`src/hw/rtl/ppu_ram.sv`:
```
`timescale 1ns / 1ps
// ---------------------------------------------------------------------------
// ppu_ram
// Simple dual-port RAM, one write and one registered read port.
// ---------------------------------------------------------------------------
module ppu_ram #(
  parameter int WIDTH = 8,
  parameter int DEPTH = 16,
  localparam int ADDR_W = $clog2(DEPTH)
) (
  input  logic              clk,
  input  logic              we,
  input  logic [ADDR_W-1:0] waddr,
  input  logic [WIDTH-1:0]  wdata,
  input  logic              re,
  input  logic [ADDR_W-1:0] raddr,
  output logic [WIDTH-1:0]  rdata
);

  logic [WIDTH-1:0] mem [DEPTH];
  logic [WIDTH-1:0] rdata_r;

  always_ff @(posedge clk) begin
    if (we) begin
      mem[waddr] <= wdata;
    end
    if (re) begin
      rdata_r <= mem[raddr];
    end
  end

  assign rdata = rdata_r;

endmodule

```
`config.mk`:
```
export PLATFORM = sky130hd
export DESIGN_NAME = ppu_ram
export DESIGN_NICKNAME = d
export VERILOG_FILES = /design/src/hw/rtl/ppu_ram.sv
export SDC_FILE = /design/constraint.sdc
export NUM_CORES = 1
export LEC_CHECK = 0
export ABC_CLOCK_PERIOD_IN_PS = 2270
export BUFFER_PORTS_ARGS = -buffer_cell sky130_fd_sc_hd__buf_2
export CAP_MARGIN = 20
export CORE_ASPECT_RATIO = 0.5
export CORE_MARGIN = 5
export CORE_UTILIZATION = 35
export DETAILED_ROUTE_END_ITERATION = 10
export PLACE_DENSITY_LB_ADDON = 0.05
export SYNTH_ARGS = -nofsm -noshare
export SYNTH_HDL_FRONTEND = slang
export SYNTH_SLANG_ARGS = --single-unit
```
`constraint.sdc`:
```
create_clock -name clk -period 2.27 [get_ports clk]
set_input_delay 0 -clock clk [delete_from_list [all_inputs] [get_ports clk]]
set_output_delay 0 -clock clk [all_outputs]
set_load 0.02 [all_outputs]
```
==> results of run 1 <==
cells in the final DEF, fill, tap and decap left out:
cell           count
bufinv_16          2
clkbuf_16         17
nor3_1             4
inv_6              3
nor2_1            13
clkinv_1           1
nand3_1            1
nand2b_1           2
mux4_1            14
nand2_1            9
edfxtp_1         136
buf_2             26
clkinvlp_4         4
dlygate4sd3_1      3
and2_1             1
mux4_2            18
clkinv_2           3
a22oi_1           16
buf_12             2
and2b_1            1
or3b_2             1
nand3b_1           2
buf_4             16
clkinv_4           2
nor2b_1            1
kinds of logic after synthesis:
kind of cell | after synthesis
DFF | 136
and+or+nand+nor | 35
muxes | 32
AOI/OAI and AO/OA | 16
buffers and inverters | 10
worst max-delay path: stages (launching register included):
cell and delay [ns]:
edfxtp_1 0.36, mux4_2 0.47, a22oi_1 0.47, nand2_1 0.11
cell usage after synthesis:
library cell	instances	share of area, %
buf_2	3	0.29
nand2b_1	2	0.24
nand2_1	9	0.65
and2_1	1	0.12
and2b_1	1	0.14
buf_4	1	0.14
nor2_1	13	0.93
nand3b_1	2	0.29
nor2b_1	1	0.12
clkdlybuf4s25_2	3	0.57
or3b_2	1	0.17
nand3_1	1	0.096
mux4_2	18	7.8
a22oi_1	16	2.3
buf_6	3	0.65
nor3_1	4	0.38
edfxtp_1	136	78
mux4_1	14	7.0
where the power goes:
group | total, µW | internal [µW] | switching [µW] | leakage [µW]
clock network | 2660 | 1620 | 1040 | 0.000273
registers | 2840 | 2830 | 14.2 | 0.00124
logic | 291 | 113 | 179 | 0.000591
total | 5790 | 4560 | 1230 | 0.00210
stage by stage:
stage,total power (µW),cells,hold WS (ns)
after floorplan,3050,229,0.0989
after detailed placement,3190,461,0.403
after global placement,3190,461,0.402
after global routing,6000,496,0.00476
final,5790,496,0.00775
after CTS,5870,496,0.00146
final cells by class:
class                           instances  area [µm²]  area share [%]
Multi-Input combinational cell         83        1060            16.8
Timing Repair Buffer                   47         320            5.09
Clock inverter                         15         153            2.43
Tap cell                              198         248            3.94
Clock buffer                           17         425            6.77
Sequential cell                       136        4080            65.0
state kept, by name, indices dropped and copies added, names as in the netlist:
signal	cells
mem	128
rdata	8
layer usage:
metal / wire length (µm) / track usage [%] / up-vias
li1: - / - / 1097
met5: 0 / 0 / -
met2: 5390 / 21.6 / 62
met1: 5280 / 19.7 / 1326
met3: 787 / 3.37 / 6
met4: 68 / 4.52 / 0
how the worst min path moves through the flow:
stage	startpoint	to	depth (start not counted)
after floorplan	wdata[0]	mem[0][0]	0
after global placement	re	rdata[1]	1
after detailed placement	re	rdata[1]	1
after CTS	wdata[7]	mem[2][7]	1
after global routing	wdata[7]	mem[2][7]	1
final	wdata[4]	mem[5][4]	1
repair_timing:
item	CTS	global route
resized for setup	0	0
hold buffers	3	0
endpoints found under the hold margin	17	0
endpoints found under the setup margin	0	0
==> metrics, run 1 <==
initial antenna violation count 1; Synth Cell Area 0.00523 mm²; min-delay worst type in -> reg; global route overflow 0; clk slew on worst S/H paths 0.06 ns; Post-Synth Adder-Cell Area 0%; critical path endpoint rdata[6]; Fillers 1279; Required @ worst endpoint 2.41 ns; DIE AREA 0.0176 mm²; Setup WS pre-CTS 0.454 ns; r2r worst-path depth 3; Synth Warn # 0; drt total wl 11.5 mm; Root Driver clkbuf_16; post-synthesis compound-gate area fraction 2.30%; clk sink count 136; startpoint types flop; largest net degree at the start of global routing 33; I/O Buffers 26; first-pass GRT wire length 17.0 mm; Vias 2491; DRC errors left 0; CTS tree done; hpwl dp 7.40 mm; maxcap violations 0; Final Hold Vio Count 0; post-synthesis mux area share 14.8%; largest family of logic cells by synthesized area multiplexers; fin util 43.2%; Iter 0 DRT Violations 178; sequential element share of the synthesized area 78.1%; worst-path maximum fanout 1; post-synthesis xor/xnor area fraction 0%; Final setup viols 0; Syn Inst Count 229; vias in the first global route 2616; ant diodes 0; post-DR wirelength/cell 23.2 µm; Pre-antenna DRT Iters 5; Clock Skew 0.00727 ns; post-layout net count 304; I/O pin cnt 27; WS Path Type reg -> reg; Synth Area per Inst 22.8 µm²; syn_nets 248; post-route cell area 0.00629 mm²; post-route setup TNS 0 ns; H-tree depth reported by CTS 4; DP Area 0.00568 mm²; FF-to-FF End rdata[6]; post-synthesis register bit count 136; Slew @ Worst Pin 0.784 ns; CTS buffer count 17; Tcrit/Tclk final 73.4%; Peak VDD IR 0.357 mV; final setup margin 0.605 ns; RSZ-0062 raised after global routing false; launching point of the worst reg2reg path mem[3][6]; die span in x 183 µm; clock latency on the worst-skew pair 0.41 ns; core area 0.0145 mm²; Setup crit end kind flop; area share of and/or/nand/nor cells after synthesis 3.14%; post-CTS setup buffers 0; synthesis-to-layout area growth 20.3%; Initial Util 35.9%; Pins Over Slew Limit 0; Slew headroom 47.7%; row count 31; clk buf depth 2; Lkg Pwr 0.00210 µW; Critical Path AT 1.81 ns; Synth cell types 18; status complete, no violations; die height 96.4 µm; Via density 5.02; Crit. Startpoint mem[3][6]; ANT nets after route 0; Tmin final 1.67 ns; R2R setup slack 0.60 ns; Max Fclk 600 MHz; GRT Total Usage 14.0%; PwrDens 921 mW/mm²; share of cells above drive strength 1 31.5%; GPL Wtd Cong 0.692
Note: power is estimated with default switching activity, not from simulation.
==> run 2: changes to the inputs <==
- ABC_CLOCK_PERIOD_IN_PS: 2270 -> 1590
- clock period: 2.27 -> 1.59 ns (I/O delays scaled with it)
==> metrics, run 2 (synthesis results as in run 1) <==
H-tree depth reported by CTS 4; Max Fclk 645 MHz; Clk pwr share 45.9%; Via density 4.88; max FFs per register 128; Pins Over Slew Limit 0; I/O pin cnt 27; Iter 0 DRT Violations 153; startpoint types flop; M1 GR Usage 20.8%; Fin Hold WS 0.00681 ns; FF-to-FF End rdata[2]; Fillers 1270; Clock Skew 0.00949 ns; Peak VDD IR 0.584 mV; vias in the first global route 2686; die height 96.4 µm; Tmin final 1.55 ns; launching point of the worst reg2reg path mem[5][2]; WS Path Type reg -> reg; Pre-antenna DRT Iters 4; Setup WS pre-CTS -0.0946 ns; worst-path maximum fanout 1; Hold EP mem[5][0]; Final setup viols 0; busiest layer in global routing met2; commonest cells after routing, fill and taps aside edfxtp_1, buf_2, buf_4; Net Sw Frac 21.2%; I/O Buffers 26; placed cells 471; grt met3 use 3.93%; share of cells above drive strength 1 34.2%; largest net degree at the start of global routing 19; Slew @ Worst Pin 0.720 ns; first-pass GRT wire length 17.2 mm; sequential power share 48.7%; CTS buffer count 17; worst-path cell chain mux4_1, a22oi_2, nand2_1; hpwl dp 7.38 mm; Layout Cells excl Fill 508; Slew headroom 51.9%; DIE AREA 0.0176 mm²; post-CTS setup buffers 0; Final Hold Vio Count 0; GRT Total Usage 14.0%; Setup crit end kind flop; global route overflow 0; post-DR wirelength/cell 22.4 µm; Net Switching 1770 µW; post-layout net count 316; drt total wl 11.4 mm; maxcap violations 0; DRC errors left 0; Root Driver clkbuf_16; Biggest register mem; clk sink count 136; status complete, no violations; r2r worst-path depth 3; RSZ-0062 raised after global routing false; clock latency on the worst-skew pair 0.41 ns; initial antenna violation count 0; Comb pwr share 5.3%; final setup margin 0.0398 ns; CTS tree done; clk slew on worst S/H paths 0.06 ns; Tcrit/Tclk final 97.5%; Required @ worst endpoint 1.74 ns; Pint 6560 µW; die span in x 183 µm; Slowest-stage cell, CP mux4_1; Register Area 0.00408 mm²; min-delay worst type in -> reg; Vias 2481; multi-input combinational cell area 0.00107 mm²; Worst Hold Launch wdata[0]; ANT nets after route 0; ant diodes 0; Lkg Pwr 0.00217 µW; PwrDens 1300 mW/mm²; commonest non-fill, non-tap cell in the layout edfxtp_1; met2 usage in global routing 20.9%; Worst Hold Depth 1; Initial Util 35.9%; synthesis-to-layout area growth 22.7%; GPL Wtd Cong 0.736; core area 0.0145 mm²; R2R setup slack 0.04 ns; Critical Path AT 1.70 ns; CP max stage delay 0.57 ns; clk buf depth 2; row count 31
-- run 2: cell count changes in the layout (fill, tap and decap cells not counted) --
cell / before / now
clkinvlp_4: 4 / 1
clkinv_2: 3 / 2
a22oi_1: 16 / 13
a22oi_2: 0 / 3
dlygate4sd3_1: 3 / 5
buf_12: 2 / 3
clkinv_1: 1 / 0
clkbuf_1: 0 / 2
buf_4: 16 / 25
clkinv_4: 2 / 5
-- run 2: cell type report --
type	count	area share, %
clock buffers	19	6.75
clock inverters	13	2.30
multi-input cells	83	16.7
flip-flops and latches	136	63.7
well taps	198	3.86
repair buffers	59	6.67
-- run 2: metal layers --
metal / vias up / share of wire, %
li1: 1118 / -
met1: 1329 / 52
met2: 28 / 45
met3: 6 / 2.6
met4: 0 / 0.39
met5: - / 0
-- run 2: power by group through the flow --
stage                     Combinational [µW]  Clock, µW  Sequential (µW)
after floorplan                          204          0             4150
after global routing                     485       4090             4060
after CTS                                454       3910             4060
final                                    443       3820             4060
after global placement                   434          0             4130
after detailed placement                 440          0             4130
-- run 2: how the worst max path moves through the flow --
stage	start	endpoint	depth (start not counted)
after floorplan	waddr[2]	mem[0][0]	2
after global placement	raddr[0]	rdata[2]	5
after CTS	mem[11][0]	rdata[0]	4
after global routing	mem[8][4]	rdata[4]	3
final	mem[5][2]	rdata[2]	3
after detailed placement	raddr[0]	rdata[2]	5
-- run 2: worst max-delay path, delay by kind of cell (launching register included) --
| family | cells | cell delay, ns |
|---|---|---|
| muxes | 1 | 0.57 |
| DFF | 1 | 0.38 |
| AOI/OAI and AO/OA | 1 | 0.25 |
| and+or+nand+nor | 1 | 0.09 |
-- run 2: timing repair --
action / 4_1_cts / 5_1_grt
setup endpoints to repair: 2 / 1
endpoints found under the hold margin: 56 / 0
gates resized for setup: 2 / 1
hold buffers: 5 / 0
-- run 2: per-stage QoR --
step | utilization, % | area [µm²] | total power [µW] | setup TNS, ns
3_5_place_dp | 39.6 | 5770 | 4570 | -0.201
6_report | 44.1 | 6410 | 8320 | 0
5_1_grt | 44.1 | 6410 | 8640 | 0
2_1_floorplan | - | 5230 | 4360 | 0
4_1_cts | 44.1 | 6410 | 8420 | 0
3_3_place_gp | 39.6 | 5770 | 4570 | -0.181
