[config.mk]
export PLATFORM = sky130hd
export DESIGN_NAME = ppu_update
export DESIGN_NICKNAME = d
export VERILOG_FILES = /design/src/hw/rtl/ppu_pkg.sv /design/src/hw/rtl/ppu_update.sv
export SDC_FILE = /design/constraint.sdc
export NUM_CORES = 2
export LEC_CHECK = 0
export BUFFER_PORTS_ARGS = -buffer_cell sky130_fd_sc_hd__buf_2
export CORE_AREA = 2 2 337 405
export CTS_CLUSTER_SIZE = 16
export DETAILED_ROUTE_END_ITERATION = 6
export DIE_AREA = 0 0 339 407
export SLEW_MARGIN = 30
export SYNTH_ARGS = -nofsm -noshare
export SYNTH_HDL_FRONTEND = slang
export SYNTH_SLANG_ARGS = --single-unit
[constraint.sdc]
create_clock -name clk -period 7.8 [get_ports clk]
set_input_delay 0.39 -clock clk [delete_from_list [all_inputs] [get_ports clk]]
set_output_delay 0.39 -clock clk [all_outputs]
set_load 0.03 [all_outputs]
[src/hw/rtl/ppu_pkg.sv]
`timescale 1ns / 1ps
// ---------------------------------------------------------------------------
// ppu_pkg
// Shared types and constants of the particle pool update block.
// ---------------------------------------------------------------------------
package ppu_pkg;

  localparam int POOL_DEF    = 1024;
  localparam int Q_W         = 32;
  localparam int TS_W        = 16;
  localparam int LIFE_W      = 31;
  localparam int SLOT_W      = 10;
  localparam int COUNT_W     = 11;
  localparam int PROD_W      = Q_W + TS_W + 1;

  // angle step = floor(ts / 100) = (ts * 83887) >> 23 for any 16-bit ts
  localparam int ANG_RECIP_W = 17;
  localparam logic [ANG_RECIP_W-1:0] ANG_RECIP = 17'd83887;
  localparam int ANG_SHIFT   = 23;
  localparam int ANG_STEP_W  = 10;

  localparam logic [Q_W-1:0] PI_Q16 = 32'd205887;

  localparam logic REQ_EMIT = 1'b0;
  localparam logic REQ_TICK = 1'b1;

  typedef struct packed {
    logic           alive;
    logic [Q_W-1:0] life;
    logic [Q_W-1:0] pos_x;
    logic [Q_W-1:0] pos_y;
    logic [Q_W-1:0] spd_x;
    logic [Q_W-1:0] spd_y;
    logic [Q_W-1:0] angle;
  } particle_t;

  localparam int REC_W = $bits(particle_t);

  typedef enum logic [2:0] {
    ST_CLEAR,
    ST_IDLE,
    ST_EMIT_RD,
    ST_EMIT_WR,
    ST_TICK,
    ST_DRAIN,
    ST_DONE
  } state_t;

  // sequencer to update pipeline
  typedef struct packed {
    logic                  lookup;
    logic [TS_W-1:0]       ts;
    logic [ANG_STEP_W-1:0] ang_step;
  } upd_cmd_t;

  // update pipeline to sequencer
  typedef struct packed {
    logic wr;
    logic retire;
    logic busy;
  } upd_stat_t;

endpackage

[src/hw/rtl/ppu_update.sv]
`timescale 1ns / 1ps
// ---------------------------------------------------------------------------
// ppu_update
// Two-stage particle step: multiply, then saturating add and write-back.
// ---------------------------------------------------------------------------
module ppu_update #(
  parameter int POOL = ppu_pkg::POOL_DEF,
  localparam int PTR_W = $clog2(POOL)
) (
  input  logic                clk,
  input  logic                rst_n,
  input  ppu_pkg::upd_cmd_t   cmd,
  input  logic [PTR_W-1:0]    addr,
  input  ppu_pkg::particle_t  rd_data,
  output ppu_pkg::upd_stat_t  stat,
  output logic [PTR_W-1:0]    waddr,
  output ppu_pkg::particle_t  wdata
);

  import ppu_pkg::*;

  logic                     s1_valid_r;
  logic                     s1_kill_r;
  logic [PTR_W-1:0]         s1_addr_r;
  logic [Q_W-1:0]           s1_life_r;
  logic [Q_W-1:0]           s1_posx_r;
  logic [Q_W-1:0]           s1_posy_r;
  logic [Q_W-1:0]           s1_spdx_r;
  logic [Q_W-1:0]           s1_spdy_r;
  logic [Q_W-1:0]           s1_ang_r;
  logic signed [PROD_W-1:0] s1_prodx_r;
  logic signed [PROD_W-1:0] s1_prody_r;

  logic signed [TS_W:0]     ts_s;
  logic signed [PROD_W-1:0] prodx_nxt;
  logic signed [PROD_W-1:0] prody_nxt;
  logic                     kill_nxt;
  particle_t                rec;

  function automatic logic [Q_W-1:0] sat_add(logic [Q_W-1:0] pos,
                                             logic [PROD_W-1:0] prod);
    logic [Q_W+1:0] sum;
    sum = {{2{pos[Q_W-1]}}, pos} + {prod[PROD_W-1], prod[PROD_W-1:TS_W]};
    if (sum[Q_W+1:Q_W-1] == 3'b000 || sum[Q_W+1:Q_W-1] == 3'b111) begin
      return sum[Q_W-1:0];
    end
    return sum[Q_W+1] ? {1'b1, {(Q_W-1){1'b0}}} : {1'b0, {(Q_W-1){1'b1}}};
  endfunction

  assign ts_s      = $signed({1'b0, cmd.ts});
  assign prodx_nxt = $signed(rd_data.spd_x) * ts_s;
  assign prody_nxt = $signed(rd_data.spd_y) * ts_s;
  assign kill_nxt  = rd_data.life[Q_W-1] || (rd_data.life == '0);

  always_ff @(posedge clk) begin
    if (!rst_n) begin
      s1_valid_r <= 1'b0;
    end else begin
      s1_valid_r <= cmd.lookup && rd_data.alive;
    end
  end

  always_ff @(posedge clk) begin
    s1_kill_r  <= kill_nxt;
    s1_addr_r  <= addr;
    s1_life_r  <= rd_data.life - {{(Q_W-TS_W){1'b0}}, cmd.ts};
    s1_posx_r  <= rd_data.pos_x;
    s1_posy_r  <= rd_data.pos_y;
    s1_spdx_r  <= rd_data.spd_x;
    s1_spdy_r  <= rd_data.spd_y;
    s1_ang_r   <= rd_data.angle + {{(Q_W-ANG_STEP_W){1'b0}}, cmd.ang_step};
    s1_prodx_r <= prodx_nxt;
    s1_prody_r <= prody_nxt;
  end

  always_comb begin
    rec = '0;
    if (!s1_kill_r) begin
      rec.alive = 1'b1;
      rec.life  = s1_life_r;
      rec.pos_x = sat_add(s1_posx_r, s1_prodx_r);
      rec.pos_y = sat_add(s1_posy_r, s1_prody_r);
      rec.spd_x = s1_spdx_r;
      rec.spd_y = s1_spdy_r;
      rec.angle = s1_ang_r;
    end
  end

  assign stat.wr     = s1_valid_r;
  assign stat.retire = s1_valid_r && s1_kill_r;
  assign stat.busy   = s1_valid_r;
  assign waddr       = s1_addr_r;
  assign wdata       = rec;

endmodule

==> tab_implementation.tex <==
\begin{tabular}{lr}
\hline
Metric & Value \\
\hline
\multicolumn{2}{l}{\textbf{STA}} \\
\quad Final setup TNS & 0 ns \\
\quad Post-route fraction of the period consumed by the critical path & 0.8844 \\
\quad Final setup violation count & 0 \\
\quad Unrepaired setup endpoints after global routing & no \\
\quad Slew at the pin closest to its max-slew limit & approximately 0.85 ns \\
\quad Worst relative slew slack & 0.4311 \\
\quad Hold Fails Final Rpt & 0 \\
\quad Maximum clock frequency & 0.1450 GHz \\
\quad Time the final worst path needs with I/O delays and setup & 6.899 ns \\
\quad Total count of max-transition violations in the final report & 0 \\
\multicolumn{2}{l}{\textbf{Routing}} \\
\quad Number of vias per cell & between 4 and 5 \\
\quad Final routed DRC violation total & 0 \\
\quad Number of iterations in the first detailed-routing pass & 5 \\
\quad Number of design-rule violations left by the first detailed-router iteration & 1399 \\
\quad Via count & 34.95k \\
\quad Sum of routed wire length over all layers & 125700 µm \\
\quad Wire per inst & 17.09 µm \\
\quad Remaining number of nets flagged by the antenna check after routing & 0 \\
\multicolumn{2}{l}{\textbf{Hold path}} \\
\quad Launch point of the worst hold path & rd\_data[189] \\
\quad Capture endpoint of the worst hold path & s1\_life\_r[29]\$\_DFF\_P\_ \\
\quad Worst hold path class & in2reg \\
\quad Number of stages on the worst hold path & 2 \\
\multicolumn{2}{l}{\textbf{Setup path}} \\
\quad Cell with the largest stage delay on the worst path & sky130\_fd\_sc\_hd\_\_a221oi\_1 \\
\quad Top cell by count, worst path & sky130\_fd\_sc\_hd\_\_fa\_1 \\
\quad CP max FO & 33 \\
\quad Stage delay of the slowest cell on the critical path & roughly 0.67 ns \\
\quad CP delay by family, top & compound AO/OA/AOI/OAI gates \\
\quad Critical Path End Type & flip-flop \\
\quad Crit path kind & in2reg \\
\quad Crit start category & input port \\
\quad Number of buffers and inverters on the critical path & 6 \\
\quad Worst Path Required & between 8 and 9 ns \\
\quad Arrival time of data at the critical path endpoint & roughly 7.4 ns \\
\multicolumn{2}{l}{\textbf{Global route}} \\
\quad GR Util All Layers & 0.1870 \\
\quad Vias in the first global route & about 38k \\
\quad Final global-route overflow total & 0 \\
\quad Maximum number of pins on one net before global-route repair & 69 \\
\quad Global-route wire length before repair & between 200000 and 250000 µm \\
\quad Initial antenna violation count & 24 \\
\multicolumn{2}{l}{\textbf{Clock network}} \\
\quad Total CTS buffers & 35 \\
\quad Number of instances resized during post-cts repair & 0 \\
\quad CTS Root Buffer Type & sky130\_fd\_sc\_hd\_\_clkbuf\_16 \\
\quad Maximum root-to-sink buffer count & 3 \\
\quad CTS tree & yes \\
\quad CTS Sinks & 270 \\
\quad Buffers inserted during post-CTS setup optimization & 0 \\
\quad Clk pin slew, worst setup/hold paths & 0.06 ns \\
\quad CTS Hold Bufs & 110 \\
\quad Deepest level of the CTS H-tree & 2 \\
\multicolumn{2}{l}{\textbf{Die}} \\
\quad Num ports & about 440 \\
\quad Area of the core region & 133700 µm² \\
\quad Number of standard-cell rows in the floorplan & approximately 150 \\
\quad Die area & 138000 µm² \\
\quad Starting utilization of the core area & 0.3488 \\
\quad Floorplan die width & 339 µm \\
\quad Y dimension of the die & 407 µm \\
\multicolumn{2}{l}{\textbf{Logic synthesis}} \\
\quad Top-area cell type share of the netlist area & 0.4198 \\
\quad Unique masters post-synth & 75 \\
\quad Synthesized Nets & 6646 \\
\quad Number of flip-flops and latches in the synthesized netlist & 270 \\
\quad Count of flip-flops with a built-in enable after synthesis & 0 \\
\quad Most used DFF post-synth & sky130\_fd\_sc\_hd\_\_dfxtp\_1 \\
\quad Biggest area consumer among synthesized cells & sky130\_fd\_sc\_hd\_\_fa\_1 \\
\quad Sequential area share after synthesis & 0.1159 \\
\quad Async set-or-reset flop fraction in the synthesized netlist & 0 \\
\quad Netlist Area Pre-Place & roughly 47000 µm² \\
\quad Mean Syn Cell Area & 9.119 µm² \\
\quad Syn Inst Count & 5114 \\
\quad Number of warnings issued by yosys & 0 \\
\quad Area contributors post-synth & sky130\_fd\_sc\_hd\_\_fa\_1 42\%, sky130\_fd\_sc\_hd\_\_dfxtp\_1 12\%, sky130\_fd\_sc\_hd\_\_inv\_1 9.3\%, sky130\_fd\_sc\_hd\_\_ha\_1 8.6\%, sky130\_fd\_sc\_hd\_\_and2\_1 6.2\% \\
\multicolumn{2}{l}{\textbf{Layout}} \\
\quad Ratio of cells with drive above 1 in the final layout & 0.1052 \\
\quad Leading cell types in the layout, fill and taps excluded & 1156 x sky130\_fd\_sc\_hd\_\_inv\_1, 978 x sky130\_fd\_sc\_hd\_\_fa\_1, 622 x sky130\_fd\_sc\_hd\_\_nand2\_1, 465 x sky130\_fd\_sc\_hd\_\_and2\_1, 437 x sky130\_fd\_sc\_hd\_\_buf\_2 \\
\quad Final net count & about 7.1k \\
\quad Leading cell type in the layout, fill and taps excluded & sky130\_fd\_sc\_hd\_\_inv\_1 \\
\quad Growth of design area from synthesis to finish & 13.84\% \\
\multicolumn{2}{l}{\textbf{Placement}} \\
\quad GP Congestion & $\sim$0.86 \\
\quad Hpwl dp & 102600 µm \\
\quad Quantity of I/O buffers inserted on ports & 437 \\
\multicolumn{2}{l}{\textbf{Outcome}} \\
\quad Result of the run & complete, no violations \\
\multicolumn{2}{l}{\textbf{Run}} \\
\quad \# Max-Cap Violations & 0 \\
\hline
\end{tabular}
sequential cells by signal, summed over array words and instances (netlist names):
register,cells
s1_spdx_r,32
s1_valid_r,1
s1_spdy_r,32
s1_prody_r,33
s1_posy_r,32
s1_kill_r,1
s1_life_r,32
s1_ang_r,32
s1_prodx_r,33
s1_posx_r,32
waddr,10
final cells by class:
class / instances / area, µm²
Fill cell: 13450 / 80620
Multi-Input combinational cell: 3471 / 36050
Sequential cell: 270 / 5409
Inverter: 1156 / 4339
Timing Repair Buffer: 602 / 3776
Tap cell: 1788 / 2237
Clock buffer: 40 / 924.6
Clock inverter: 23 / 336.6
Antenna cell: 7 / 17.52
cell usage after synthesis (15+ instances only):
| library cell | count |
|---|---|
| sky130_fd_sc_hd__nor2_1 | 89 |
| sky130_fd_sc_hd__xnor2_1 | 138 |
| sky130_fd_sc_hd__nor3_1 | 33 |
| sky130_fd_sc_hd__a21oi_1 | 132 |
| sky130_fd_sc_hd__xor2_1 | 51 |
| sky130_fd_sc_hd__o21ai_1 | 15 |
| sky130_fd_sc_hd__o21ai_0 | 55 |
| sky130_fd_sc_hd__and3_1 | 18 |
| sky130_fd_sc_hd__nand4_1 | 22 |
| sky130_fd_sc_hd__nand3_1 | 48 |
| sky130_fd_sc_hd__and2_1 | 465 |
| sky130_fd_sc_hd__nor2b_1 | 154 |
| sky130_fd_sc_hd__inv_1 | 1156 |
| sky130_fd_sc_hd__nand2_1 | 622 |
| sky130_fd_sc_hd__ha_1 | 322 |
| sky130_fd_sc_hd__o21bai_1 | 16 |
| sky130_fd_sc_hd__a21o_1 | 86 |
| sky130_fd_sc_hd__dfxtp_1 | 270 |
| sky130_fd_sc_hd__fa_1 | 978 |
| sky130_fd_sc_hd__clkbuf_1 | 209 |
| sky130_fd_sc_hd__o21a_1 | 84 |
kinds of logic (layout without fill, tap and decap cells):
family	count (synthesis)	after routing	share of synthesized area
XOR/XNOR	189	189	0.03549
other	0	7	0
AO/OA/AOI/OAI	481	481	0.06925
multiplexers	1	1	0.0002414
buffers and inverters	1373	1821	0.1113
flip-flops	270	270	0.1159
adder cells (fa/ha/maj)	1300	1300	0.5062
AND/OR/NAND/NOR	1500	1500	0.1616
layer usage:
layer | part of all wire | wire length, µm | GRT usage
met5 | 0.00041 | 51 | 0
met4 | 0.034 | 4294 | 0.06285
met3 | 0.047 | 5878 | 0.02568
met2 | 0.54 | 67370 | 0.3534
met1 | 0.38 | 48130 | 0.2151
stage by stage:
stage,hold slack [ns],instances,worst slack (ns),util,area [µm²]
after floorplan,0.4177,5114,1.232,-,46640
after global placement,0.4921,7177,0.4369,0.3792,50700
after detailed placement,0.4936,7177,0.3444,0.3792,50710
after CTS,0.008011,7350,0.9937,0.3969,53070
after global routing,0.03509,7355,0.6080,0.3970,53090
final,0.05826,7357,0.9014,0.3970,53090
worst max-delay path by stage:
| stage | start | to | slack, ns | cells after the start |
|---|---|---|---|---|
| floorplan | cmd[12] | s1_prody_r[45]$_DFF_P_ | 1.23 | 24 |
| global placement | cmd[17] | s1_prody_r[45]$_DFF_P_ | 0.44 | 25 |
| detailed placement | cmd[17] | s1_prody_r[45]$_DFF_P_ | 0.34 | 25 |
| CTS | cmd[17] | s1_prody_r[45]$_DFF_P_ | 0.99 | 25 |
| global route | cmd[17] | s1_prody_r[45]$_DFF_P_ | 0.61 | 25 |
| finish | cmd[17] | s1_prody_r[45]$_DFF_P_ | 0.90 | 25 |
Power is not shown: default switching activity piles up to over one toggle a cycle in this logic, so the estimate is an artifact.
