### config.mk
export PLATFORM = sky130hd
export DESIGN_NAME = ppu_ctrl
export DESIGN_NICKNAME = d
export VERILOG_FILES = /design/src/hw/rtl/ppu_pkg.sv /design/src/hw/rtl/ppu_ctrl.sv
export SDC_FILE = /design/constraint.sdc
export NUM_CORES = 1
export LEC_CHECK = 0
export CORE_AREA = 5 5 333 335
export CTS_CLUSTER_SIZE = 16
export DETAILED_ROUTE_END_ITERATION = 8
export DIE_AREA = 0 0 338 340
export DONT_BUFFER_PORTS = 1
export GPL_TIMING_DRIVEN = 0
export HOLD_SLACK_MARGIN = 0.12
export PLACE_DENSITY = 0.37
export SLEW_MARGIN = 20
export SYNTH_ARGS = -nofsm -noshare
export SYNTH_HDL_FRONTEND = slang
export SYNTH_SLANG_ARGS = --single-unit
export TNS_END_PERCENT = 100
### constraint.sdc
create_clock -name clk -period 24.8 [get_ports clk]
set_input_delay 3.72 -clock clk [delete_from_list [all_inputs] [get_ports clk]]
set_output_delay 3.72 -clock clk [all_outputs]
set_load 0.03 [all_outputs]
### src/hw/rtl/ppu_pkg.sv
`timescale 1ns / 1ps
// ---------------------------------------------------------------------------
// ppu_pkg
// Shared types and constants of the particle pool update block.
// ---------------------------------------------------------------------------
package ppu_pkg;

  localparam int POOL_DEF    = 1024;
  localparam int Q_W         = 32;
  localparam int TS_W        = 16;
  localparam int LIFE_W      = 31;
  localparam int SLOT_W      = 10;
  localparam int COUNT_W     = 11;
  localparam int PROD_W      = Q_W + TS_W + 1;

  // angle step = floor(ts / 100) = (ts * 83887) >> 23 for any 16-bit ts
  localparam int ANG_RECIP_W = 17;
  localparam logic [ANG_RECIP_W-1:0] ANG_RECIP = 17'd83887;
  localparam int ANG_SHIFT   = 23;
  localparam int ANG_STEP_W  = 10;

  localparam logic [Q_W-1:0] PI_Q16 = 32'd205887;

  localparam logic REQ_EMIT = 1'b0;
  localparam logic REQ_TICK = 1'b1;

  typedef struct packed {
    logic           alive;
    logic [Q_W-1:0] life;
    logic [Q_W-1:0] pos_x;
    logic [Q_W-1:0] pos_y;
    logic [Q_W-1:0] spd_x;
    logic [Q_W-1:0] spd_y;
    logic [Q_W-1:0] angle;
  } particle_t;

  localparam int REC_W = $bits(particle_t);

  typedef enum logic [2:0] {
    ST_CLEAR,
    ST_IDLE,
    ST_EMIT_RD,
    ST_EMIT_WR,
    ST_TICK,
    ST_DRAIN,
    ST_DONE
  } state_t;

  // sequencer to update pipeline
  typedef struct packed {
    logic                  lookup;
    logic [TS_W-1:0]       ts;
    logic [ANG_STEP_W-1:0] ang_step;
  } upd_cmd_t;

  // update pipeline to sequencer
  typedef struct packed {
    logic wr;
    logic retire;
    logic busy;
  } upd_stat_t;

endpackage

### src/hw/rtl/ppu_ctrl.sv
`timescale 1ns / 1ps
// ---------------------------------------------------------------------------
// ppu_ctrl
// Sequencer: clearing pass, emit read-modify-write, tick sweep, live count
// and result register.
// ---------------------------------------------------------------------------
module ppu_ctrl #(
  parameter int POOL = ppu_pkg::POOL_DEF,
  localparam int PTR_W = $clog2(POOL)
) (
  input  logic                      clk,
  input  logic                      rst_n,
  input  logic                      in_valid,
  output logic                      in_stall,
  input  logic                      in_req_type,
  input  logic [ppu_pkg::TS_W-1:0]  in_timestep,
  input  logic [ppu_pkg::Q_W-1:0]   in_pos_x,
  input  logic [ppu_pkg::Q_W-1:0]   in_pos_y,
  input  logic [ppu_pkg::Q_W-1:0]   in_spread_x,
  input  logic [ppu_pkg::Q_W-1:0]   in_spread_y,
  input  logic [ppu_pkg::LIFE_W-1:0] in_life_span,
  output logic                      out_valid,
  input  logic                      out_stall,
  output logic [ppu_pkg::SLOT_W-1:0]  out_slot_written,
  output logic [ppu_pkg::COUNT_W-1:0] out_live_count,
  output logic                      ram_we,
  output logic [PTR_W-1:0]          ram_waddr,
  output ppu_pkg::particle_t        ram_wdata,
  output logic                      ram_re,
  output logic [PTR_W-1:0]          ram_raddr,
  input  ppu_pkg::particle_t        ram_rdata,
  output ppu_pkg::upd_cmd_t         upd_cmd,
  output logic [PTR_W-1:0]          upd_addr,
  input  ppu_pkg::upd_stat_t        upd_stat,
  input  logic [PTR_W-1:0]          upd_waddr,
  input  ppu_pkg::particle_t        upd_wdata
);

  import ppu_pkg::*;

  localparam int CNT_W = $clog2(POOL + 1);
  localparam logic [PTR_W-1:0] LAST_IDX = PTR_W'(POOL - 1);

  state_t                state_r, state_nxt;
  logic [PTR_W-1:0]      idx_r, idx_nxt;
  logic [PTR_W-1:0]      ptr_r, ptr_nxt;
  logic [CNT_W-1:0]      cnt_r, cnt_nxt;
  logic [PTR_W-1:0]      slot_r, slot_nxt;
  logic                  rd_pend_r;
  logic [PTR_W-1:0]      rd_addr_r;
  logic                  out_valid_r;
  logic [SLOT_W-1:0]     out_slot_r;
  logic [COUNT_W-1:0]    out_cnt_r;

  logic                  req_r;
  logic [TS_W-1:0]       ts_r;
  logic [Q_W-1:0]        posx_r, posy_r, sprx_r, spry_r;
  logic [LIFE_W-1:0]     life_r;
  logic [ANG_STEP_W-1:0] ang_step_r;

  logic [TS_W+ANG_RECIP_W-1:0] ang_prod;
  logic                  accept;
  logic                  res_load;
  logic [PTR_W+SLOT_W-1:0]   slot_ext;
  logic [CNT_W+COUNT_W-1:0]  cnt_ext;
  particle_t             emit_rec;

  assign accept   = in_valid && !in_stall;
  assign res_load = (state_r == ST_DONE) && (!out_valid_r || !out_stall);
  assign ang_prod = ts_r * ANG_RECIP;

  always_comb begin
    emit_rec       = '0;
    emit_rec.alive = 1'b1;
    emit_rec.life  = {1'b0, life_r};
    emit_rec.pos_x = posx_r;
    emit_rec.pos_y = posy_r;
    emit_rec.spd_x = {sprx_r[Q_W-1], sprx_r[Q_W-1:1]};
    emit_rec.spd_y = {spry_r[Q_W-1], spry_r[Q_W-1:1]};
    emit_rec.angle = PI_Q16;
  end

  // next state
  always_comb begin
    state_nxt = state_r;
    unique case (state_r)
      ST_CLEAR:   if (idx_r == LAST_IDX) state_nxt = ST_IDLE;
      ST_IDLE:    if (in_valid) state_nxt = (in_req_type == REQ_TICK) ? ST_TICK : ST_EMIT_RD;
      ST_EMIT_RD: state_nxt = ST_EMIT_WR;
      ST_EMIT_WR: state_nxt = ST_DONE;
      ST_TICK:    if (idx_r == LAST_IDX) state_nxt = ST_DRAIN;
      ST_DRAIN:   if (!rd_pend_r && !upd_stat.busy) state_nxt = ST_DONE;
      ST_DONE:    if (!out_valid_r || !out_stall) state_nxt = ST_IDLE;
      default:    state_nxt = ST_CLEAR;
    endcase
  end

  // outputs
  always_comb begin
    in_stall  = 1'b1;
    ram_we    = 1'b0;
    ram_waddr = idx_r;
    ram_wdata = '0;
    ram_re    = 1'b0;
    ram_raddr = idx_r;
    idx_nxt   = idx_r;
    ptr_nxt   = ptr_r;
    slot_nxt  = slot_r;
    cnt_nxt   = cnt_r;
    unique case (state_r)
      ST_CLEAR: begin
        ram_we  = 1'b1;
        idx_nxt = (idx_r == LAST_IDX) ? '0 : idx_r + 1'b1;
      end
      ST_IDLE: begin
        in_stall = 1'b0;
        idx_nxt  = '0;
      end
      ST_EMIT_RD: begin
        ram_re    = 1'b1;
        ram_raddr = ptr_r;
      end
      ST_EMIT_WR: begin
        ram_we    = 1'b1;
        ram_waddr = ptr_r;
        ram_wdata = emit_rec;
        slot_nxt  = ptr_r;
        ptr_nxt   = (ptr_r == '0) ? LAST_IDX : ptr_r - 1'b1;
        if (!ram_rdata.alive) cnt_nxt = cnt_r + 1'b1;
      end
      ST_TICK: begin
        ram_we    = upd_stat.wr;
        ram_waddr = upd_waddr;
        ram_wdata = upd_wdata;
        ram_re    = 1'b1;
        slot_nxt  = '0;
        idx_nxt   = (idx_r == LAST_IDX) ? '0 : idx_r + 1'b1;
        if (upd_stat.retire) cnt_nxt = cnt_r - 1'b1;
      end
      ST_DRAIN: begin
        ram_we    = upd_stat.wr;
        ram_waddr = upd_waddr;
        ram_wdata = upd_wdata;
        slot_nxt  = '0;
        if (upd_stat.retire) cnt_nxt = cnt_r - 1'b1;
      end
      ST_DONE: begin
      end
      default: begin
      end
    endcase
  end

  always_ff @(posedge clk) begin
    if (!rst_n) begin
      state_r     <= ST_CLEAR;
      idx_r       <= '0;
      ptr_r       <= '0;
      cnt_r       <= '0;
      rd_pend_r   <= 1'b0;
      out_valid_r <= 1'b0;
    end else begin
      state_r   <= state_nxt;
      idx_r     <= idx_nxt;
      ptr_r     <= ptr_nxt;
      cnt_r     <= cnt_nxt;
      rd_pend_r <= (state_r == ST_TICK);
      if (res_load) begin
        out_valid_r <= 1'b1;
      end else if (!out_stall) begin
        out_valid_r <= 1'b0;
      end
    end
  end

  assign slot_ext = {{SLOT_W{1'b0}}, slot_r};
  assign cnt_ext  = {{COUNT_W{1'b0}}, cnt_r};

  always_ff @(posedge clk) begin
    slot_r     <= slot_nxt;
    rd_addr_r  <= idx_r;
    ang_step_r <= ang_prod[ANG_SHIFT +: ANG_STEP_W];
    if (accept) begin
      req_r  <= in_req_type;
      ts_r   <= in_timestep;
      posx_r <= in_pos_x;
      posy_r <= in_pos_y;
      sprx_r <= in_spread_x;
      spry_r <= in_spread_y;
      life_r <= in_life_span;
    end
    if (res_load) begin
      out_slot_r <= (req_r == REQ_EMIT) ? slot_ext[SLOT_W-1:0] : '0;
      out_cnt_r  <= cnt_ext[COUNT_W-1:0];
    end
  end

  assign upd_cmd.lookup   = rd_pend_r;
  assign upd_cmd.ts       = ts_r;
  assign upd_cmd.ang_step = ang_step_r;
  assign upd_addr         = rd_addr_r;

  assign out_valid        = out_valid_r;
  assign out_slot_written = out_slot_r;
  assign out_live_count   = out_cnt_r;

endmodule

==> flow_summary_export.csv, run 1 <==
group,metric,value,unit
sta,finalSetupViolations,0,
synthesis,syn_inst,1289,
layout,fillCellCount,11880,
sta,finalMaxSlewViolations,0,
layout,nets,2156,
drt,viasPerCell,3.935,
global_route,grt_overflow_total,0,
floorplanning,dieWidth,338,um
clock_tree,clock_latency,0.59,ns
global_route,gr-usage-all-layers,0.1481,
sta,fin_skew,0.02221,ns
drt,via_count,11080,
power,p_sw,0.2412,mW
hold_path,whs_path_depth,0,
worst_setup_path,slowest_stage,"o21ai_1",
clock_tree,cts_hold_buf,0,
sta,hold_viol,0,
sta,worst_pin_slew,1.042,ns
floorplanning,core_area,107800,sq um
floorplanning,start_util,0.1451,
job,drv_cap,0,
global_route,antenna_found_initial,95,
hold_path,hp-start,"idx_r[6]$_SDFFE_PN0P_",
synthesis,ys_ff_latch,261,
drt,routedWlPerCell,31.38,um
outcome,status,"finished clean",
synthesis,netlist_area,15640,sq um
floorplanning,die_height,340,um
power,vdd_drop_max,0.04674,mV
global_route,grt_pass1_wl,111900,um
synthesis,synth-edff-count,205,
sta,final.setup.tns,0,ns
placed_design,dp.cells,2711,
power,cellLeakagePower,7.394,nW
floorplanning,boundaryPins,854,
global_route,grt_max_degree,28,
clock_tree,clk_pin_slew_worst_paths,0.07,ns
hold_path,min_path_type,"flip-flop to flip-flop",
worst_setup_path,crit_path_max_incr_delay,0.53,ns
power,total_power,1.059,mW
power,p_sw_frac,0.2276,
power,power_density,55.74,nW/um^2
synthesis,synth.yosys.seq_area_share,0.4654,
power,power_frac_comb,0.006,
synthesis,synth-async-reset-ratio,0,
clock_tree,clock-root-buffer,"clkbuf_16",
layout,regArea,7277,sq um
clock_tree,post_cts_buffers,0,
worst_setup_path,cp-start-kind,"primary input",
worst_setup_path,cp_cell_sequence,"a22oi_1 > o21ai_1",
worst_setup_path,r2r-start,"ts_r[10]$_DFFE_PP_",
clock_tree,cts_tree,"yes",
worst_setup_path,path_delay_family,"compound AO/OA/AOI/OAI gates",
layout,post-route-util,0.1763,
power,clockPowerShare,0.548,
drt,drt_pass1_iterations,5,
clock_tree,cts_buffers,36,
drt,drtIter0Drc,665,
worst_setup_path,worstPathArrival,4.32,ns
layout,multi_input_comb_area,7442,sq um
drt,drc_errors,0,
placed_design,place.gp.congestion,0.9080,
power,p_int,0.8183,mW
power,power_frac_seq,0.446,
synthesis,synth_warnings,0,
clock_tree,htreeDepth,2,
sta,relSlewSlack,0.3056,
clock_tree,cts.sinks,261,
clock_tree,ctsResizeCount,0,
hold_path,hold_end,"upd_addr[6]$_DFF_P_",
synthesis,synth_ff_type,"edfxtp_1",
synthesis,syn_nets,2110,
layout,fin_cells,2815,
placed_design,port_buffers,0,
drt,wirelength,88340,um
worst_setup_path,end_kind,"primary output",
drt,antenna_left,0,
synthesis,synth_cell_types,58,
placed_design,dpl.hpwl,76890,um
worst_setup_path,worstPathMaxFanout,1,
worst_setup_path,r2r_slack,18.17,ns
sta,fmax,124.4,MHz
worst_setup_path,path_buf_inv,0,
synthesis,avgSynthCellArea,12.13,sq um
floorplanning,design.die.area,114900,sq um
sta,rsz0062_at_grt,"false",
worst_setup_path,required,21.08,ns
sta,final.period_utilization,0.3240,
worst_setup_path,rr_endpoint,"ang_step_r[9]$_DFF_P_",
worst_setup_path,r2r_cells,16,
worst_setup_path,path_class,"primary input to primary output",
global_route,grt_pass1_vias,11380,
layout,area_growth,21.55,%
clock_tree,clockBufferDepth,3,
sta,finalCriticalPeriod,8.036,ns
layout,layout-drive-gt1-share,0.06750,
floorplanning,rows,121,
sta,holdWs,0.4366,ns
==> stage by stage <==
step / setup WS, ns / area [sq um]
after floorplan: 13.18 / 15640
after global placement: 8.410 / 17410
after detailed placement: 16.76 / 17600
after CTS: 16.42 / 18900
after global routing: 16.72 / 18940
final: 16.76 / 19010
==> per-layer routing <==
layer	vias to the layer above	wire, um	global-route usage
met5	-	294	0
met4	48	3188	0.04971
met3	187	14170	0.1107
met2	741	38640	0.2288
met1	5333	32050	0.1562
li1	4767	-	-
==> layout by cell type (no fill, tap or decap), drive strengths merged, types with 5 or more instances in the layout <==
master and n:
o21ai 29, nor2b 14, mux2 9, or2 7, edfxtp 205, buf 19
a22oi 11, and2 33, a21o 21, nand3 18, a21oi 39, nor2 39
nand4 5, bufinv 7, ha 144, xnor2 10, diode 38, clkinv 13
or3 6, nor3 9, and3 5, a31oi 5, nand2 54, a211oi 8
o31ai 5, fa 98, xor2 6, a22o 161, clkbuf 88, dfxtp 56
inv 192
==> state kept, by name (all words and copies together) (netlist names), 10 cells and up <==
name / flops
cnt_r: 11
upd_addr: 10
sprx_r: 31
ptr_r: 10
life_r: 31
idx_r: 10
slot_r: 10
posx_r: 32
posy_r: 32
ts_r: 16
ang_step_r: 10
out_live_count: 11
out_slot_written: 10
spry_r: 31
==> power groups by stage <==
stage	combinational [mW]	sequential [mW]	clock, mW
final	0.00657	0.473	0.580
after global routing	0.00707	0.473	0.620
after CTS	0.00662	0.473	0.605
after detailed placement	0.00660	0.482	0
after global placement	0.00643	0.482	0
after floorplan	0.00453	0.482	0
==> how the worst max path moves through the flow <==
| stage | end | cells after the start | slack [ns] | startpoint |
|---|---|---|---|---|
| 2_1_floorplan | life_r[0]$_DFFE_PP_ | 2 | 13.18 | in_valid |
| 3_3_place_gp | sprx_r[18]$_DFFE_PP_ | 2 | 8.41 | in_valid |
| 5_1_grt | ram_wdata[86] | 7 | 16.72 | state_r[0]$_SDFFE_PN0P_ |
| 4_1_cts | ram_wdata[86] | 7 | 16.42 | state_r[1]$_SDFFE_PN0P_ |
| 6_report | ram_waddr[1] | 2 | 16.76 | upd_waddr[1] |
| 3_5_place_dp | ram_waddr[1] | 2 | 16.76 | upd_waddr[1] |
==> area by class of cell <==
| type | count | area share |
|---|---|---|
| tap | 1414 | 0.09308 |
| sequential | 261 | 0.3829 |
| antenna | 38 | 0.005003 |
| multi-input combinational | 779 | 0.3915 |
| clock inverter | 26 | 0.02034 |
| buffer | 59 | 0.01224 |
| inverter | 190 | 0.03752 |
| clock buffer | 40 | 0.04819 |
| timing repair buffer | 8 | 0.009216 |
==> synth_stat cells, drive strengths merged, types with 3 or more instances <==
cell type	count	area, sq um
a22oi	11	82.58
nand2	54	202.7
or4	3	22.52
or2	7	43.79
nand3b	3	22.52
nor4	3	18.77
a22o	161	1410
nor2	39	146.4
clkbuf	48	180.2
mux2	9	101.4
o21bai	3	22.52
a31oi	5	31.28
ha	144	1802
a21oi	39	195.2
inv	190	713.2
o21a	4	30.03
nand3	18	90.09
a21o	21	157.7
dfxtp	56	1121
nor3	9	45.04
xnor2	10	87.58
nand4	5	31.28
o31ai	5	42.54
nor2b	14	87.58
edfxtp	205	6156
nand2b	4	25.02
o21ai	29	145.1
a211oi	8	65.06
or3	6	37.54
xor2	6	52.55
fa	98	1962
and3	5	31.28
buf	11	48.79
and2	33	206.5
==> kinds of logic (layout without fill, tap and decap cells) <==
kind of cell | Yosys count | in the layout | synth area share
adders and majority gates | 242 | 242 | 0.2407
AOI/OAI and AO/OA | 305 | 305 | 0.1514
and+or+nand+nor | 206 | 206 | 0.06625
DFF | 261 | 261 | 0.4654
xor gates and xnor gates | 16 | 16 | 0.008961
other | 0 | 38 | 0
buffers and inverters | 249 | 323 | 0.06025
muxes | 10 | 10 | 0.007121
No activity file was read; power rests on OpenSTA's default activity.
==> inputs of run 2 (changes only) <==
- ABC_AREA: not set -> 1
- CORE_AREA: 5 5 333 335 -> 5 5 332 334
- DIE_AREA: 0 0 338 340 -> 0 0 337 339
- PLACE_DENSITY: 0.37 -> 0.39
- clock period: 24.8 -> 7 ns (I/O delays scaled with it)
==> run 2 against run 1 <==
Final area is 3.8% higher. Clock skew is 0.0037 ns lower. Critical path type is now flip-flop to flip-flop. Largest cell class unchanged. Largest power group unchanged. Synthesized cell count is 26% higher. Clock power grew to 3.3 times the previous value. Flip-flop and latch count stayed put. Sequential power grew to 3.6 times the previous value. Critical path depth is 17 higher. Utilization is 0.88 points higher.
==> flow_summary_export.csv, run 2 <==
group,metric,value,unit
outcome,status,"finished clean",
layout,reg_top3,"posx_r x32, posy_r x32",
global_route,grt_pass1_wl,125800,um
clock_tree,htreeDepth,2,
synthesis,synth.yosys.seq_area_share,0.4415,
layout,layout-drive-gt1-share,0.06139,
clock_tree,ctsResizeCount,0,
global_route,gr-usage-all-layers,0.1661,
layout,area_growth,19.73,%
global_route,antenna_found_initial,93,
floorplanning,core_area,106600,sq um
global_route,grt_max_degree,29,
clock_tree,cts_tree,"yes",
synthesis,yosysMostFrequentCell,"inv_1",
synthesis,synth_area_leaders,"edfxtp_1 (37%), fa_1 (12%), ha_1 (11%), a22o_1 (8.2%), inv_1 (7.2%)",
synthesis,avgSynthCellArea,10.17,sq um
worst_setup_path,end_kind,"flip-flop",
clock_tree,cts.sinks,261,
drt,drt_pass1_iterations,5,
sta,rsz0062_at_grt,"false",
drt,via_count,12640,
sta,finalCriticalPeriod,5.793,ns
layout,mostFrequentLayoutCell,"inv_1",
sta,relSlewSlack,0.2768,
worst_setup_path,worstPathMaxFanout,8,
clock_tree,clock-root-buffer,"clkbuf_16",
synthesis,synth_top_area_cell,"edfxtp_1",
sta,fin_skew,0.01852,ns
hold_path,whs_path_depth,0,
synthesis,synth_top_area_share,0.3735,
worst_setup_path,r2r_cells,19,
sta,fmax,172.6,MHz
drt,wirelength,98230,um
floorplanning,design.die.area,114200,sq um
floorplanning,start_util,0.1546,
worst_setup_path,required,7.45,ns
worst_setup_path,rr_endpoint,"ang_step_r[5]$_DFF_P_",
clock_tree,cts_hold_buf,0,
synthesis,synth-edff-count,205,
layout,fin_cells,3125,
drt,routedWlPerCell,31.43,um
synthesis,synth_ff_type,"edfxtp_1",
synthesis,netlist_top_cells_count,"inv_1 (317), nand2_1 (242), edfxtp_1 (205), a22o_1 (155), ha_1 (144)",
sta,final.period_utilization,0.8275,
worst_setup_path,path_class,"flip-flop to flip-flop",
clock_tree,clk_pin_slew_worst_paths,0.05,ns
job,drv_cap,0,
clock_tree,clock_latency,0.58,ns
power,vdd_drop_max,0.1660,mV
synthesis,synth_cell_types,38,
worst_setup_path,r2r-start,"ts_r[5]$_DFFE_PP_",
drt,top_layer_used,"met5",
placed_design,dpl.hpwl,86790,um
power,power_density,184.7,nW/um^2
global_route,grt_overflow_total,0,
clock_tree,cts_buffers,38,
layout,multi_input_comb_area,7776,sq um
layout,regArea,7277,sq um
synthesis,synth_warnings,0,
drt,antenna_left,0,
drt,drtIter0Drc,812,
sta,finalSetupViolations,0,
synthesis,syn_inst,1620,
hold_path,min_path_type,"flip-flop to flip-flop",
layout,nets,2489,
clock_tree,clockBufferDepth,3,
layout,layout_common_cells,"inv_1 (317), nand2_1 (242), edfxtp_1 (205), a22o_1 (155), ha_1 (144)",
hold_path,hold_end,"upd_addr[9]$_DFF_P_",
floorplanning,rows,120,
layout,fillCellCount,11800,
clock_tree,post_cts_buffers,0,
sta,final.setup.tns,0,ns
sta,hold_viol,0,
floorplanning,dieWidth,337,um
sta,finalMaxSlewViolations,0,
placed_design,dp.cells,3031,
worst_setup_path,r2r_slack,1.21,ns
placed_design,port_buffers,0,
drt,wl_met3,12570,um
worst_setup_path,worstPathArrival,6.25,ns
drt,viasPerCell,4.044,
synthesis,ys_ff_latch,261,
drt,drc_errors,0,
power,cellLeakagePower,8.298,nW
drt,dr_wl_met2,42910,um
hold_path,hp-start,"idx_r[9]$_SDFFE_PN0P_",
global_route,grt_pass1_vias,12840,
synthesis,synth-async-reset-ratio,0,
worst_setup_path,cp-start-kind,"flip-flop",
floorplanning,die_height,339,um
floorplanning,boundaryPins,854,
synthesis,netlist_area,16480,sq um
synthesis,syn_nets,2441,
drt,routedLengthMet1,38970,um
sta,worst_pin_slew,1.073,ns
placed_design,place.gp.congestion,0.9591,
[run 2: cell types whose count changed after synthesis, moves of 14 or more]
cell / change
a21oi_1: +17
and2_1: -33
clkbuf_1: -23
nor2_1: +79
nand3_1: +30
o21ai_0: +35
a21o_1: -20
buf_2: +23
nor2b_1: -14
nand2_1: +188
inv_1: +128
[run 2: cells by family after synthesis]
| group | share of synthesized area |
|---|---|
| DFF | 0.4415 |
| and+or+nand+nor | 0.1076 |
| buffers and inverters | 0.08760 |
| xor gates and xnor gates | 0.005314 |
| AOI/OAI and AO/OA | 0.1297 |
| adders and majority gates | 0.2283 |
[run 2: final cells by class]
type                       instances  area share
multi-input combinational        987      0.3941
sequential                       261      0.3688
tap                             1403     0.08896
inverter                         319     0.06068
clock buffer                      46     0.04971
clock inverter                    20     0.01255
buffer                            53     0.01249
timing repair buffer               8    0.009257
antenna                           28    0.003551
[run 2: worst max-delay path by stage]
stage                            startpoint                     to  slack, ns
floorplan                          in_valid    life_r[0]$_DFFE_PP_       0.93
global placement    state_r[0]$_SDFFE_PN0P_    sprx_r[6]$_DFFE_PP_      -1.99
detailed placement        ts_r[5]$_DFFE_PP_  ang_step_r[9]$_DFF_P_       1.13
CTS                       ts_r[5]$_DFFE_PP_  ang_step_r[9]$_DFF_P_       1.14
global route              ts_r[5]$_DFFE_PP_  ang_step_r[9]$_DFF_P_       0.92
finish                    ts_r[5]$_DFFE_PP_  ang_step_r[5]$_DFF_P_       1.21
[run 2: through the flow]
step | total power [mW] | setup slack [ns] | utilization | hold slack, ns | instance area, sq um
4_1_cts | 3.727 | 1.140 | 0.1845 | 0.3575 | 19660
5_1_grt | 3.793 | 0.9232 | 0.1846 | 0.3795 | 19680
3_5_place_dp | 1.736 | 1.130 | 0.1729 | 0.3474 | 18440
2_1_floorplan | 1.725 | 0.9286 | - | 0.3308 | 16480
6_report | 3.645 | 1.207 | 0.1851 | 0.3538 | 19730
3_3_place_gp | 1.735 | -1.985 | 0.1711 | 0.3459 | 18240
[run 2: worst max-delay path, cell delays in order, from the launching register on]
cell and delay (ns):
edfxtp_1 0.78, fa_1 0.78, inv_1 0.12, fa_1 0.51, inv_1 0.05, fa_1 0.52
fa_1 0.44, fa_1 0.55, inv_1 0.05, fa_1 0.52, inv_1 0.05, ha_1 0.32
a21oi_1 0.23, o21ai_0 0.16, nand2_1 0.09, nand2_1 0.06, a21oi_1 0.24, nand2_1 0.09
nand2_1 0.07, nand2_1 0.05
[run 2: report_power, final]
part           leakage, nW  internal [mW]  switching (mW)
registers             2.30           1.67         0.00688
clock network        0.584           1.15           0.788
logic                 5.42        0.00501          0.0217
[run 2: layer usage]
metal,GRT usage,up-vias
met5,0,-
met4,0.04974,22
met3,0.09147,186
met2,0.2580,738
met1,0.1969,6118
li1,-,5574
==> inputs of run 3 (changes only) <==
- clock period: 7 -> 4.8 ns (I/O delays scaled with it)
==> run 3 against run 2 <==
The flow now finishes with violations (negative setup slack). Largest power group unchanged. Critical path type unchanged. Clock skew is 0.011 ns higher. Global-route usage is 0.10 points higher. Final cell count up 0.64%. Final area increased by 3.3%. Wire length grew 0.68%. Non-clock buffer count is 12 higher. Critical endpoint is now ang_step_r[9]$_DFF_P_. Total power rose by 48%. Worst setup slack worse by 1.8 ns. Sequential power is 46% higher. Sequential share of layout area is 1.2 points lower. Via count increased by 0.93%.
==> flow_summary_export.csv, run 3 (synthesized netlist as in run 2, its figures left out) <==
group,metric,value,unit
global_route,grt_pass1_wl,126700,um
placed_design,dpl_cell_area,18590,sq um
drt,routedWlPerCell,31.45,um
sta,fmax,185.2,MHz
layout,mostFrequentLayoutCell,"inv_1",
clock_tree,cts.sinks,261,
global_route,antenna_found_initial,96,
layout,postLayoutCellArea,20390,sq um
sta,holdWs,0.2177,ns
global_route,grt_max_degree,28,
floorplanning,start_util,0.1546,
floorplanning,core_area,106600,sq um
outcome,status,"finished, violations left",
worst_setup_path,cp-start-kind,"flip-flop",
floorplanning,boundaryPins,854,
sta,hold_viol,0,
sta,finalMaxSlewViolations,0,
sta,rsz0062_at_grt,"true",
clock_tree,clockBufferDepth,3,
drt,wirelength,98900,um
power,cellLeakagePower,8.399,nW
power,power_density,263.7,nW/um^2
global_route,grt_overflow_total,0,
drt,viasPerCell,4.056,
power,total_power,5.378,mW
clock_tree,clock-root-buffer,"clkbuf_16",
power,vdd_drop_max,0.2549,mV
job,drv_cap,0,
sta,finalSetupViolations,10,
drt,via_count,12760,
clock_tree,htreeDepth,2,
drt,drc_errors,0,
layout,fillCellCount,11730,
floorplanning,die_height,339,um
worst_setup_path,worstPathMaxFanout,8,
layout,area_growth,23.74,%
clock_tree,cts_buffers,36,
layout,layout_common_cells,"inv_1 (300), nand2_1 (219), edfxtp_1 (205), a22o_1 (155), ha_1 (127)",
hold_path,min_path_type,"primary input to flip-flop",
drt,antenna_left,0,
sta,final.period_utilization,1.125,
worst_setup_path,end_kind,"flip-flop",
floorplanning,dieWidth,337,um
outcome,failed_checks,"negative setup slack",
sta,fin_skew,0.02991,ns
global_route,gr-usage-all-layers,0.1671,
layout,nets,2499,
global_route,grt_pass1_vias,13090,
floorplanning,rows,120,
worst_setup_path,path_class,"flip-flop to flip-flop",
layout,fin_cells,3145,
clock_tree,cts_tree,"yes",
drt,drtIter0Drc,928,
drt,drt_pass1_iterations,5,
placed_design,dp.cells,3031,
placed_design,port_buffers,0,
sta,setup_ws,-0.5986,ns
worst_setup_path,worstPathArrival,5.86,ns
placed_design,place.gp.congestion,0.9270,
clock_tree,clock_latency,0.59,ns
worst_setup_path,required,5.26,ns
floorplanning,design.die.area,114200,sq um
layout,reg_top3,"posx_r x32, posy_r x32",
sta,finalCriticalPeriod,5.399,ns
sta,worst_pin_slew,1.116,ns
layout,layout-drive-gt1-share,0.1307,
placed_design,dpl.hpwl,87300,um
clock_tree,clk_pin_slew_worst_paths,0.06,ns
sta,relSlewSlack,0.2559,
## run 3: changes by cell type in the layout (fill, tap and decap cells not counted), sizes merged
cell,delta
clkinvlp,+2
inv,-1
clkbuf,-1
diode,+8
clkinv,-1
bufinv,+1
buf,+12
## run 3: path summary, 6_finish.rpt
path	startpoint	to	slack, ns	cells past startpoint
setup / recovery	ts_r[5]$_DFFE_PP_	ang_step_r[9]$_DFF_P_	-0.60	20
hold / removal	in_pos_x[11]	posx_r[11]$_DFFE_PP_	0.22	0
setup reg to reg	ts_r[5]$_DFFE_PP_	ang_step_r[9]$_DFF_P_	-0.60	20
hold reg to reg	idx_r[9]$_SDFFE_PN0P_	upd_addr[9]$_DFF_P_	0.35	0
## run 3: where the power goes
| part | internal, mW | total (mW) | switching, mW |
|---|---|---|---|
| clock | 1.71 | 2.89 | 1.18 |
| combinational | 0.00731 | 0.0394 | 0.0320 |
| sequential | 2.43 | 2.45 | 0.0106 |
| total | 4.16 | 5.38 | 1.22 |
## run 3: cell type report
type                    count  area [sq um]  share of cell area
diodes                     36         90.09            0.004417
repair buffers             20         287.8             0.01411
well taps                1403          1755             0.08607
clock buffers              45         954.7             0.04681
multi-input cells         987          8269              0.4055
clock inverters            21         316.6             0.01552
plain buffers              53         246.5             0.01209
flip-flops and latches    261          7277              0.3568
inverters                 319          1197             0.05871
## run 3: critical path, stage by stage (launching register included)
cell and delay (ns):
edfxtp_1 0.80, fa_2 0.78, inv_2 0.05, fa_1 0.49, inv_1 0.06, fa_1 0.51
fa_2 0.44, fa_1 0.49, inv_1 0.05, fa_1 0.49, inv_2 0.05, ha_4 0.30
nand2_2 0.07, inv_2 0.07, nand2_2 0.07, nor2_2 0.08, nand2_1 0.07, nand2_2 0.12
nand2_2 0.08, nand3b_1 0.10, nand2_2 0.08
## run 3: timing repair
action,4_1_cts,5_1_grt
endpoints found under the hold margin,0,0
pin swaps,45,21
setup buffers,12,0
endpoints found under the setup margin,10,10
hold buffers,0,0
resized for setup,69,17
## run 3: routing by layer
metal  vias up  global-route usage  routed length, um
met4        22             0.06233               4210
met2       724              0.2606              43800
li1       5626                   -                  -
met3       192             0.09599              12470
met1      6191              0.1897              38270
met5         -                   0                138
## run 3: per-stage QoR
stage / setup WS, ns / utilization / setup TNS [ns]
3_3_place_gp: -1.021 / 0.1725 / -175.25
4_1_cts: -0.6483 / 0.1900 / -5.908
6_report: -0.5986 / 0.1913 / -5.429
3_5_place_dp: -0.9164 / 0.1744 / -7.725
2_1_floorplan: -0.04116 / - / -0.1579
5_1_grt: -0.8889 / 0.1908 / -8.215
